<file path="config.mk">
export PLATFORM = sky130hd
export DESIGN_NAME = icm_ctrl
export DESIGN_NICKNAME = d
export VERILOG_FILES = /design/src/sv/icm_pkg.sv /design/src/sv/icm_ctrl.sv
export SDC_FILE = /design/constraint.sdc
export NUM_CORES = 1
export LEC_CHECK = 0
export ABC_AREA = 1
export CAP_MARGIN = 20
export CORE_MARGIN = 1.5
export CORE_UTILIZATION = 40
export DETAILED_ROUTE_END_ITERATION = 8
export DONT_BUFFER_PORTS = 1
export GPL_ROUTABILITY_DRIVEN = 0
export PLACE_DENSITY = 0.67
export SYNTH_ARGS = -nofsm -noshare
export SYNTH_HDL_FRONTEND = slang
export SYNTH_SLANG_ARGS = --single-unit
</file>
<file path="constraint.sdc">
create_clock -name clock -period 1.4 [get_ports clock]
set_input_delay 0.42 -clock clock [delete_from_list [all_inputs] [get_ports clock]]
set_output_delay 0.42 -clock clock [all_outputs]
set_load 0.01 [all_outputs]
</file>
<file path="src/sv/icm_pkg.sv">
// icm_pkg: shared types and constants for the icm label sweep block
// depends on nothing; used by every module of the block except icm_ram

package icm_pkg;

   localparam int MAX_VARS_DEF   = 1024;
   localparam int MAX_LABELS_DEF = 16;
   localparam int MAX_EDGES_DEF  = 8192;

   localparam int LABEL_W = 5;
   localparam int PTR_W   = 14;
   localparam int NB_W    = 10;
   localparam int COST_W  = 16;
   localparam int ACC_W   = 48;
   localparam int Q_SHIFT = 12;

   // item function codes
   typedef enum logic [2:0] {
      FN_UNARY = 3'd0,
      FN_PAIR  = 3'd1,
      FN_EDGE  = 3'd2,
      FN_COLP  = 3'd3,
      FN_LABEL = 3'd4,
      FN_SWEEP = 3'd5,
      FN_READ  = 3'd6,
      FN_NONE  = 3'd7
   } func_type;

   // result kinds
   localparam logic RK_READ  = 1'b0;
   localparam logic RK_SWEEP = 1'b1;

   // configuration register indexes
   localparam logic CSR_NUM_VARS   = 1'b0;
   localparam logic CSR_NUM_LABELS = 1'b1;

   // datapath operation, one per controller step
   typedef enum logic [4:0] {
      OP_CLEAR,
      OP_IDLE,
      OP_RD_CAP,
      OP_RD_OUT,
      OP_SW_START,
      OP_PTR_LO,
      OP_PTR_HI,
      OP_PTR_CAP,
      OP_U_ISS,
      OP_U_CAP,
      OP_E_CHK,
      OP_E_CAP,
      OP_L_CAP,
      OP_P_ISS,
      OP_P_CAP,
      OP_P_ADD,
      OP_MIN,
      OP_WRITE,
      OP_DONE
   } dp_op_type;

   typedef struct packed {
      logic clr_last;
      logic k_last;
      logic s_done;
      logic edge_ok;
      logic label_ok;
      logic col_last;
      logic nv_zero;
      logic out_free;
   } dp_status_type;

endpackage

</file>
<file path="src/sv/icm_ctrl.sv">
// icm_ctrl: sequencer for loads, label reads, clearing pass and the sweep
// depends on icm_pkg

module icm_ctrl
   import icm_pkg::*;
(
   input  logic          clock,
   input  logic          reset,
   input  logic          req_valid,
   input  logic [2:0]    req_func,
   input  dp_status_type status,
   output logic          req_stall,
   output dp_op_type     op
);

   typedef enum logic [4:0] {
      ST_CLR, ST_IDLE, ST_RD_CAP, ST_RD_OUT, ST_SW_START, ST_PLO, ST_PHI, ST_PHIC,
      ST_U_ISS, ST_U_CAP, ST_E_CHK, ST_E_CAP, ST_L_CAP, ST_P_ISS, ST_P_CAP,
      ST_P_ADD, ST_MIN, ST_WRITE, ST_DONE
   } state_type;

   state_type state_ff, state_in;

   always_comb begin
      state_in = state_ff;
      op       = OP_IDLE;
      case (state_ff)
         ST_CLR: begin
            op = OP_CLEAR;
            if (status.clr_last) state_in = ST_IDLE;
         end
         ST_IDLE: begin
            op = OP_IDLE;
            if (req_valid && req_func == FN_READ) state_in = ST_RD_CAP;
            if (req_valid && req_func == FN_SWEEP) state_in = ST_SW_START;
         end
         ST_RD_CAP: begin
            op = OP_RD_CAP;
            state_in = ST_RD_OUT;
         end
         ST_RD_OUT: begin
            op = OP_RD_OUT;
            if (status.out_free) state_in = ST_IDLE;
         end
         ST_SW_START: begin
            op = OP_SW_START;
            state_in = status.nv_zero ? ST_DONE : ST_PLO;
         end
         ST_PLO: begin
            op = OP_PTR_LO;
            state_in = ST_PHI;
         end
         ST_PHI: begin
            op = OP_PTR_HI;
            state_in = ST_PHIC;
         end
         ST_PHIC: begin
            op = OP_PTR_CAP;
            state_in = ST_U_ISS;
         end
         ST_U_ISS: begin
            op = OP_U_ISS;
            state_in = ST_U_CAP;
         end
         ST_U_CAP: begin
            op = OP_U_CAP;
            state_in = status.k_last ? ST_E_CHK : ST_U_ISS;
         end
         ST_E_CHK: begin
            op = OP_E_CHK;
            state_in = status.s_done ? ST_MIN : ST_E_CAP;
         end
         ST_E_CAP: begin
            op = OP_E_CAP;
            state_in = status.edge_ok ? ST_L_CAP : ST_E_CHK;
         end
         ST_L_CAP: begin
            op = OP_L_CAP;
            state_in = status.label_ok ? ST_P_ISS : ST_E_CHK;
         end
         ST_P_ISS: begin
            op = OP_P_ISS;
            state_in = ST_P_CAP;
         end
         ST_P_CAP: begin
            op = OP_P_CAP;
            state_in = ST_P_ADD;
         end
         ST_P_ADD: begin
            op = OP_P_ADD;
            state_in = status.k_last ? ST_E_CHK : ST_P_ISS;
         end
         ST_MIN: begin
            op = OP_MIN;
            if (status.k_last) state_in = ST_WRITE;
         end
         ST_WRITE: begin
            op = OP_WRITE;
            state_in = status.col_last ? ST_DONE : ST_PLO;
         end
         ST_DONE: begin
            op = OP_DONE;
            if (status.out_free) state_in = ST_IDLE;
         end
         default: begin
            state_in = ST_IDLE;
         end
      endcase
   end

   always_ff @(posedge clock) begin
      if (reset) begin
         state_ff <= ST_CLR;
      end else begin
         state_ff <= state_in;
      end
   end

   assign req_stall = (state_ff != ST_IDLE);

endmodule

</file>
==> results of run 1 <==
-- cells in the final DEF, fill, tap and decap left out, drive strengths merged, types with 3 or more instances in the layout --
cell,count
buf,37
clkbuf,4
o21ai,6
dfxtp,5
nand2,41
nor3,4
nand4,7
a21oi,3
nand3,18
inv,24
nor2,24
-- timing repair --
item | in CTS | in global routing
pin swaps | 7 | 13
hold buffers | 0 | 0
resized for setup | 21 | 24
buffers inserted | 5 | 4
endpoints found under the setup margin | 8 | 10
hold endpoints to repair | 0 | 0
-- synthesized netlist by cell type --
library cell	number
nor2_2	5
o31ai_1	1
dfxtp_1	5
o21ai_0	6
nor3_1	4
nand2_2	2
inv_2	2
a21oi_1	3
o21bai_1	1
inv_1	22
nand4_1	7
nor4_1	1
nor2_1	19
a31oi_1	1
nand3_1	18
nand3b_1	1
nand2_1	39
-- worst min path at each step --
stage / start / endpoint
6_report: reset / state_ff[1]
5_1_grt: reset / state_ff[1]
4_1_cts: reset / state_ff[1]
3_5_place_dp: reset / state_ff[2]
3_3_place_gp: reset / state_ff[4]
2_1_floorplan: reset / state_ff[2]
-- kinds of logic after synthesis --
kind of cell | synth area share
flops | 0.146
compound gates | 0.0967
buf+inv | 0.131
simple gates | 0.626
-- final cells by class --
class | count | area (um2) | area share
clock buffer | 4 | 26.3 | 0.0217
multi-input combinational | 108 | 667 | 0.551
sequential | 5 | 119 | 0.0981
timing repair buffer | 37 | 282 | 0.232
tap | 16 | 20.0 | 0.0165
inverter | 24 | 97.6 | 0.0806
-- metrics by stage --
step	setup WS [ps]	instances	total power [uW]	hold WS (ps)	util
after floorplan	-60.0	137	640	479	-
after detailed placement	-119	183	922	483	0.651
after global placement	-124	183	917	483	0.651
after global routing	-439	194	1350	233	0.777
after CTS	-346	191	1130	238	0.728
final	-405	194	1270	243	0.777
-- where the power goes --
part | internal, uW | total (uW) | switching, uW | leakage [uW]
clock network | 107 | 158 | 50.7 | 0.0000150
registers | 176 | 242 | 65.3 | 0.0000444
logic | 387 | 866 | 479 | 0.000609
-- routing by layer --
layer,vias up,share of wire,track usage
li1,531,-,-
met1,496,0.39,0.356
met2,58,0.51,0.529
met3,10,0.070,0.0408
met4,0,0.032,0.139
met5,-,0,0
==> run metrics, run 1 <==
Starting Density 0.440; FF+latch count, synth 5; Hold Fails Final Rpt 0; DR pass1 iterations 7; layout cells sized above 1 0.522; full die area 0.00197 mm2; crit path launch state_ff[4]; TNS Setup -1320 ps; fmax 554 MHz; Max VDD drop 0.000655 V; Die H 44.4 um; H-tree depth 1; synthesized netlist cell count 137; RSZ-0062 raised after global routing true; crit-path cells inv_6 -> nand2_4 -> nor2_4 -> inv_2 -> nand3_2 -> nand2_2 -> nand2_2 -> o31ai_4; most frequent cell on the critical path nand2_2; synth warn 0; worst setup path endpoint op[0]; Port Buffer Count 0; critical path depth 8; vias after detailed routing 1095; antenna violations before repair 0; Net Count, Synth 151; outcome finished with violations; CP max-delay cell dfxtp_4; Worst setup SP type flip-flop; Sink Count 5; CTS Buf Count 3; DRT iter0 DRCs 53; slowest stage delay, CP 380 ps; Final HPWL DP 2.06 mm; hold path depth 1; Filler Cell Count 111; Largest Register state_ff; Reg2Reg Capture Point state_ff[0]; vias per cell 5.64; WL/cell 14.7 um; max FFs per register 5; Synth area leaders nand2_1 (21%), dfxtp_1 (15%), nand3_1 (13%), inv_1 (12%), nor2_1 (10%); remaining antenna violation count 0; synth-to-layout area growth 76.6%; critical path fanouts, max 6; Netlist cell types 17; CP top delay family flip-flops; area leader, netlist nand2_1; mapped cell area 686 um2; Congestion Overflow GR 0; largest registers state_ff x5; Nets 193; IO Count 20; vias in the first global route 1030; final routed DRC violation total 0; pwr dens 1040 mW/mm2; r2r startpoint state_ff[4]; WS Path Type flip-flop to output port; Root Buffer clkbuf_4; CP required 980 ps; Worst Path Arrival 1380 ps; Reg clk slew, reported paths 40 ps; post-synthesis sequential area ratio 0.146; drt total wl 2.85 mm; Core ar. 0.00156 mm2; largest net degree at the start of global routing 7; clock skew 2.28 ps; DP Area 0.00101 mm2; first-pass GRT wire length 4.36 mm; Leak 0.000668 uW; fin area 0.00121 mm2; kind of end point of the critical path output port; top-area cell type share of the netlist area 0.214; Rel. slew slack 0.833; Clk Latency, worst-skew pair 230 ps; failing checks setup timing; setup ws final -405 ps; number of inserted diodes 0; Syn Area/Cell 5.00 um2; Final period util 1.29; Tightest Hold Check Type input pin to flip-flop; Critical path buffers and inverters 2; max-cap violations 0; Register-to-Register Path Depth 12; Die X 44.4 um; row count 14; min Tclk post-route 1800 ps; reg-to-reg slack, setup -140 ps; slew of the pin with the lowest slew margin 248 ps; overall routing resource usage 0.300; clock buffer depth 2; CTS tree built; fin. max-slew vios 0; setup violators final 6
(Power assumes the default switching activity.)
==> run 2, diff against run 1 <==
- PLACE_DENSITY: 0.67 -> 0.65
- clock period: 1.4 -> 2.29 ns (I/O delays scaled with it)
==> run metrics, run 2 (synthesis gave the netlist of run 1 again) <==
failing checks DRC; Clk Latency, worst-skew pair 250 ps; Worst setup SP type flip-flop; post-CTS setup buffers 0; fmax 455 MHz; Final Util 0.508; number of inserted diodes 0; Rel. slew slack 0.711; Die H 44.4 um; Hold Startpoint reset; CTS Buf Count 3; Reg clk slew, reported paths 50 ps; setup violators final 0; final routed DRC violation total 1; Die X 44.4 um; Hold Fails Final Rpt 0; Port Buffer Count 0; Pwr Total 570 uW; Register-to-Register Path Depth 9; CTS tree built; layout cells sized above 1 0.155; hold path depth 1; synth-to-layout area growth 15.5%; clock buffer depth 2; vias per cell 6.10; WL/cell 13.6 um; outcome finished with violations; Core ar. 0.00156 mm2; slew of the pin with the lowest slew margin 431 ps; DR pass1 iterations 7; Congestion Overflow GR 0; largest registers state_ff x5; hold endpoint state_ff[3]; max FFs per register 5; Root Buffer clkbuf_4; Final HPWL DP 1.64 mm; remaining antenna violation count 0; reg-to-reg slack, setup 730 ps; antenna violations before repair 0; first-pass GRT wire length 3.44 mm; critical path fanouts, max 7; WS Path Type flip-flop to output port; pwr dens 720 mW/mm2; max-cap violations 0; Sink Count 5; DRT iter0 DRCs 98; vias after detailed routing 964; Tightest Hold Check Type input pin to flip-flop; Starting Density 0.440; overall routing resource usage 0.234; fin. max-slew vios 0; Worst Path Arrival 1510 ps; largest net degree at the start of global routing 10; Leak 0.000466 uW; CP required 1600 ps; r2r startpoint state_ff[0]; full die area 0.00197 mm2; clock skew 5.18 ps; min Tclk post-route 2200 ps; Final period util 0.960; H-tree depth 1; most common cell after layout, fill and taps aside nand2_1; Nets 157; drt total wl 2.15 mm; vias in the first global route 837; kind of end point of the critical path output port; IO Count 20; Largest Register state_ff; row count 14; Max VDD drop 0.000334 V; most frequent cells in the layout nand2_1 (37), inv_1 (22), nor2_1 (19); Reg2Reg Capture Point state_ff[0]
==> run 2: worst max-delay path by stage <==
stage,slack [ps],start,end
6_report,90,state_ff[0],op[0]
2_1_floorplan,360,state_ff[4],op[0]
3_5_place_dp,190,state_ff[4],op[0]
5_1_grt,-10,state_ff[0],op[1]
4_1_cts,70,state_ff[4],op[0]
3_3_place_gp,270,state_ff[4],op[0]
==> run 2: timing repair <==
item,CTS,global route
endpoints found under the hold margin,0,0
resized for setup,2,12
pin swaps,0,0
hold buffers,0,0
endpoints found under the setup margin,1,2
==> run 2: where the power goes <==
group / internal (uW) / switching (uW) / leakage, uW
combinational: 110 / 219 / 0.000408
sequential: 104 / 32.8 / 0.0000427
clock: 66.1 / 39.5 / 0.0000150
total: 279 / 291 / 0.000466
==> run 2: worst max-delay path: stages (launching register included) <==
cell     delay [ps]
dfxtp_1         400
nand2_2         160
inv_1           100
nand2_1         120
nand2_1         100
nor4_4          260
o31ai_4         130
==> run 2: layer usage <==
| layer | GRT usage | routed length (um) | vias to the layer above |
|---|---|---|---|
| met3 | 0.0653 | 241 | 14 |
| met2 | 0.382 | 990 | 67 |
| met1 | 0.295 | 857 | 430 |
| met4 | 0.0788 | 57 | 0 |
| met5 | 0 | 0 | - |
| li1 | - | - | 453 |
==> run 2: layout make-up <==
class	count	area (um2)
Fill cell	163	767
Multi-Input combinational cell	108	543
Sequential cell	5	105
Inverter	24	90.1
Clock buffer	4	26.3
Tap cell	16	20.0
Timing Repair Buffer	1	7.51
==> run 2: per-stage QoR <==
stage | area, um2 | setup TNS, ps | std cells | hold WS (ps) | setup slack (ps)
global placement | 713 | 0 | 154 | 540 | 268
CTS | 746 | 0 | 158 | 497 | 70.4
global route | 792 | -15.0 | 158 | 490 | -14.7
detailed placement | 713 | 0 | 154 | 559 | 185
floorplan | 686 | 0 | 137 | 517 | 359
finish | 792 | 0 | 158 | 497 | 90.9
==> run 3, diff against run 2 <==
- PLACE_DENSITY: 0.65 -> 0.67
- clock period: 2.29 -> 1.9 ns (I/O delays scaled with it)
==> run metrics, run 3 (synthesis gave the netlist of run 1 again) <==
vias in the first global route 899; setup violators final 2; outcome finished with violations; H-tree depth 1; clock skew 8.38 ps; Rel. slew slack 0.817; DR pass1 iterations 7; layout cells sized above 1 0.308; Sink Count 5; Tightest Hold Check Type input pin to flip-flop; CTS tree built; Congestion Overflow GR 0; antenna violations before repair 0; Final period util 1.11; final routed DRC violation total 1; WS Path Type flip-flop to output port; Root Buffer clkbuf_4; Leak 0.000542 uW; failing checks DRC, setup timing; Starting Density 0.440; Worst Path Arrival 1540 ps; most common cell after layout, fill and taps aside nand2_1; Core ar. 0.00156 mm2; synth-to-layout area growth 37.8%; reg-to-reg slack, setup 420 ps; overall routing resource usage 0.252; first-pass GRT wire length 3.68 mm; Worst setup SP type flip-flop; hold path depth 1; max-cap violations 0; number of inserted diodes 0; Largest Register state_ff; pre-CTS setup slack 14.7 ps; remaining antenna violation count 0; Nets 171; CP required 1330 ps; Reg clk slew, reported paths 50 ps; full die area 0.00197 mm2; vias after detailed routing 1057; row count 14; Clk Latency, worst-skew pair 250 ps; CTS Hold Bufs 0; CTS Buf Count 3; most frequent cells in the layout nand2_1 (33), nor2_1 (18), inv_1 (17); hold endpoint state_ff[1]; pwr dens 814 mW/mm2; Reg2Reg Capture Point state_ff[0]; IO Count 20; max FFs per register 5; Max VDD drop 0.000443 V; Register-to-Register Path Depth 9; fin. max-slew vios 0; drt total wl 2.63 mm; clock buffer depth 2; largest net degree at the start of global routing 8; r2r startpoint state_ff[1]; vias per cell 6.15; critical path fanouts, max 7; setup ws final -213 ps; fin area 945 um2; kind of end point of the critical path output port; RSZ-0062 raised after global routing true; Hold Fails Final Rpt 0; slew of the pin with the lowest slew margin 272 ps; Final HPWL DP 1.74 mm; fmax 473 MHz; Port Buffer Count 0; min Tclk post-route 2110 ps; DRT iter0 DRCs 91; Die X 44.4 um; WL/cell 15.3 um; Hold Startpoint reset; Filler Cell Count 140; largest registers state_ff x5; TNS Setup -243 ps; DP Area 788 um2; Die H 44.4 um
==> run 3: cell count changes in the layout (fill, tap and decap cells not counted), sizes merged <==
cell | before | now
clkbuf | 4 | 3
buf | 1 | 15
clkinv | 0 | 1
==> run 3: through the flow <==
| stage | util | total power (uW) | hold WS (ps) | instances |
|---|---|---|---|---|
| finish | 0.606 | 769 | 375 | 172 |
| global route | 0.606 | 819 | 368 | 172 |
| CTS | 0.569 | 715 | 371 | 170 |
| detailed placement | 0.506 | 560 | 626 | 164 |
| global placement | 0.506 | 564 | 613 | 164 |
| floorplan | - | 416 | 517 | 137 |
==> run 3: final cells by class <==
class,instances,area (um2),share of cell area
Clock inverter,1,5.00,0.00530
Tap cell,16,20.0,0.0212
Multi-Input combinational cell,108,572,0.605
Inverter,24,92.6,0.0980
Timing Repair Buffer,15,116,0.123
Sequential cell,5,116,0.123
Clock buffer,3,22.5,0.0238
==> run 3: critical path, cell delays in order (launching register included) <==
cell and delay, ps:
dfxtp_4 390, nand3_4 110, nor2_2 50, inv_1 80
o21ai_1 100, nor4_2 300, o31ai_1 110, buf_4 150
==> run 3: metal layers <==
| metal | GRT usage | up-vias | routed length [um] |
|---|---|---|---|
| li1 | - | 485 | - |
| met1 | 0.335 | 457 | 940 |
| met2 | 0.368 | 97 | 1260 |
| met3 | 0.0653 | 18 | 303 |
| met4 | 0.139 | 0 | 121 |
| met5 | 0 | - | 0 |
==> run 3: what timing repair did <==
action | 4_1_cts | 5_1_grt
resized for setup | 22 | 13
setup buffers | 2 | 2
setup endpoints to repair | 2 | 2
pin swaps | 2 | 3
==> run 3: worst max-delay path by stage <==
stage	start	endpoint	cells past startpoint
6_report	state_ff[2]	op[0]	7
5_1_grt	state_ff[4]	op[0]	8
4_1_cts	state_ff[4]	op[0]	8
3_5_place_dp	state_ff[0]	op[0]	7
3_3_place_gp	state_ff[0]	op[0]	7
2_1_floorplan	state_ff[4]	op[0]	8
==> run 3: power breakdown <==
part	total (uW)	switching [uW]	internal [uW]
clock network	127	50.2	76.5
registers	184	52.9	131
logic	458	278	180
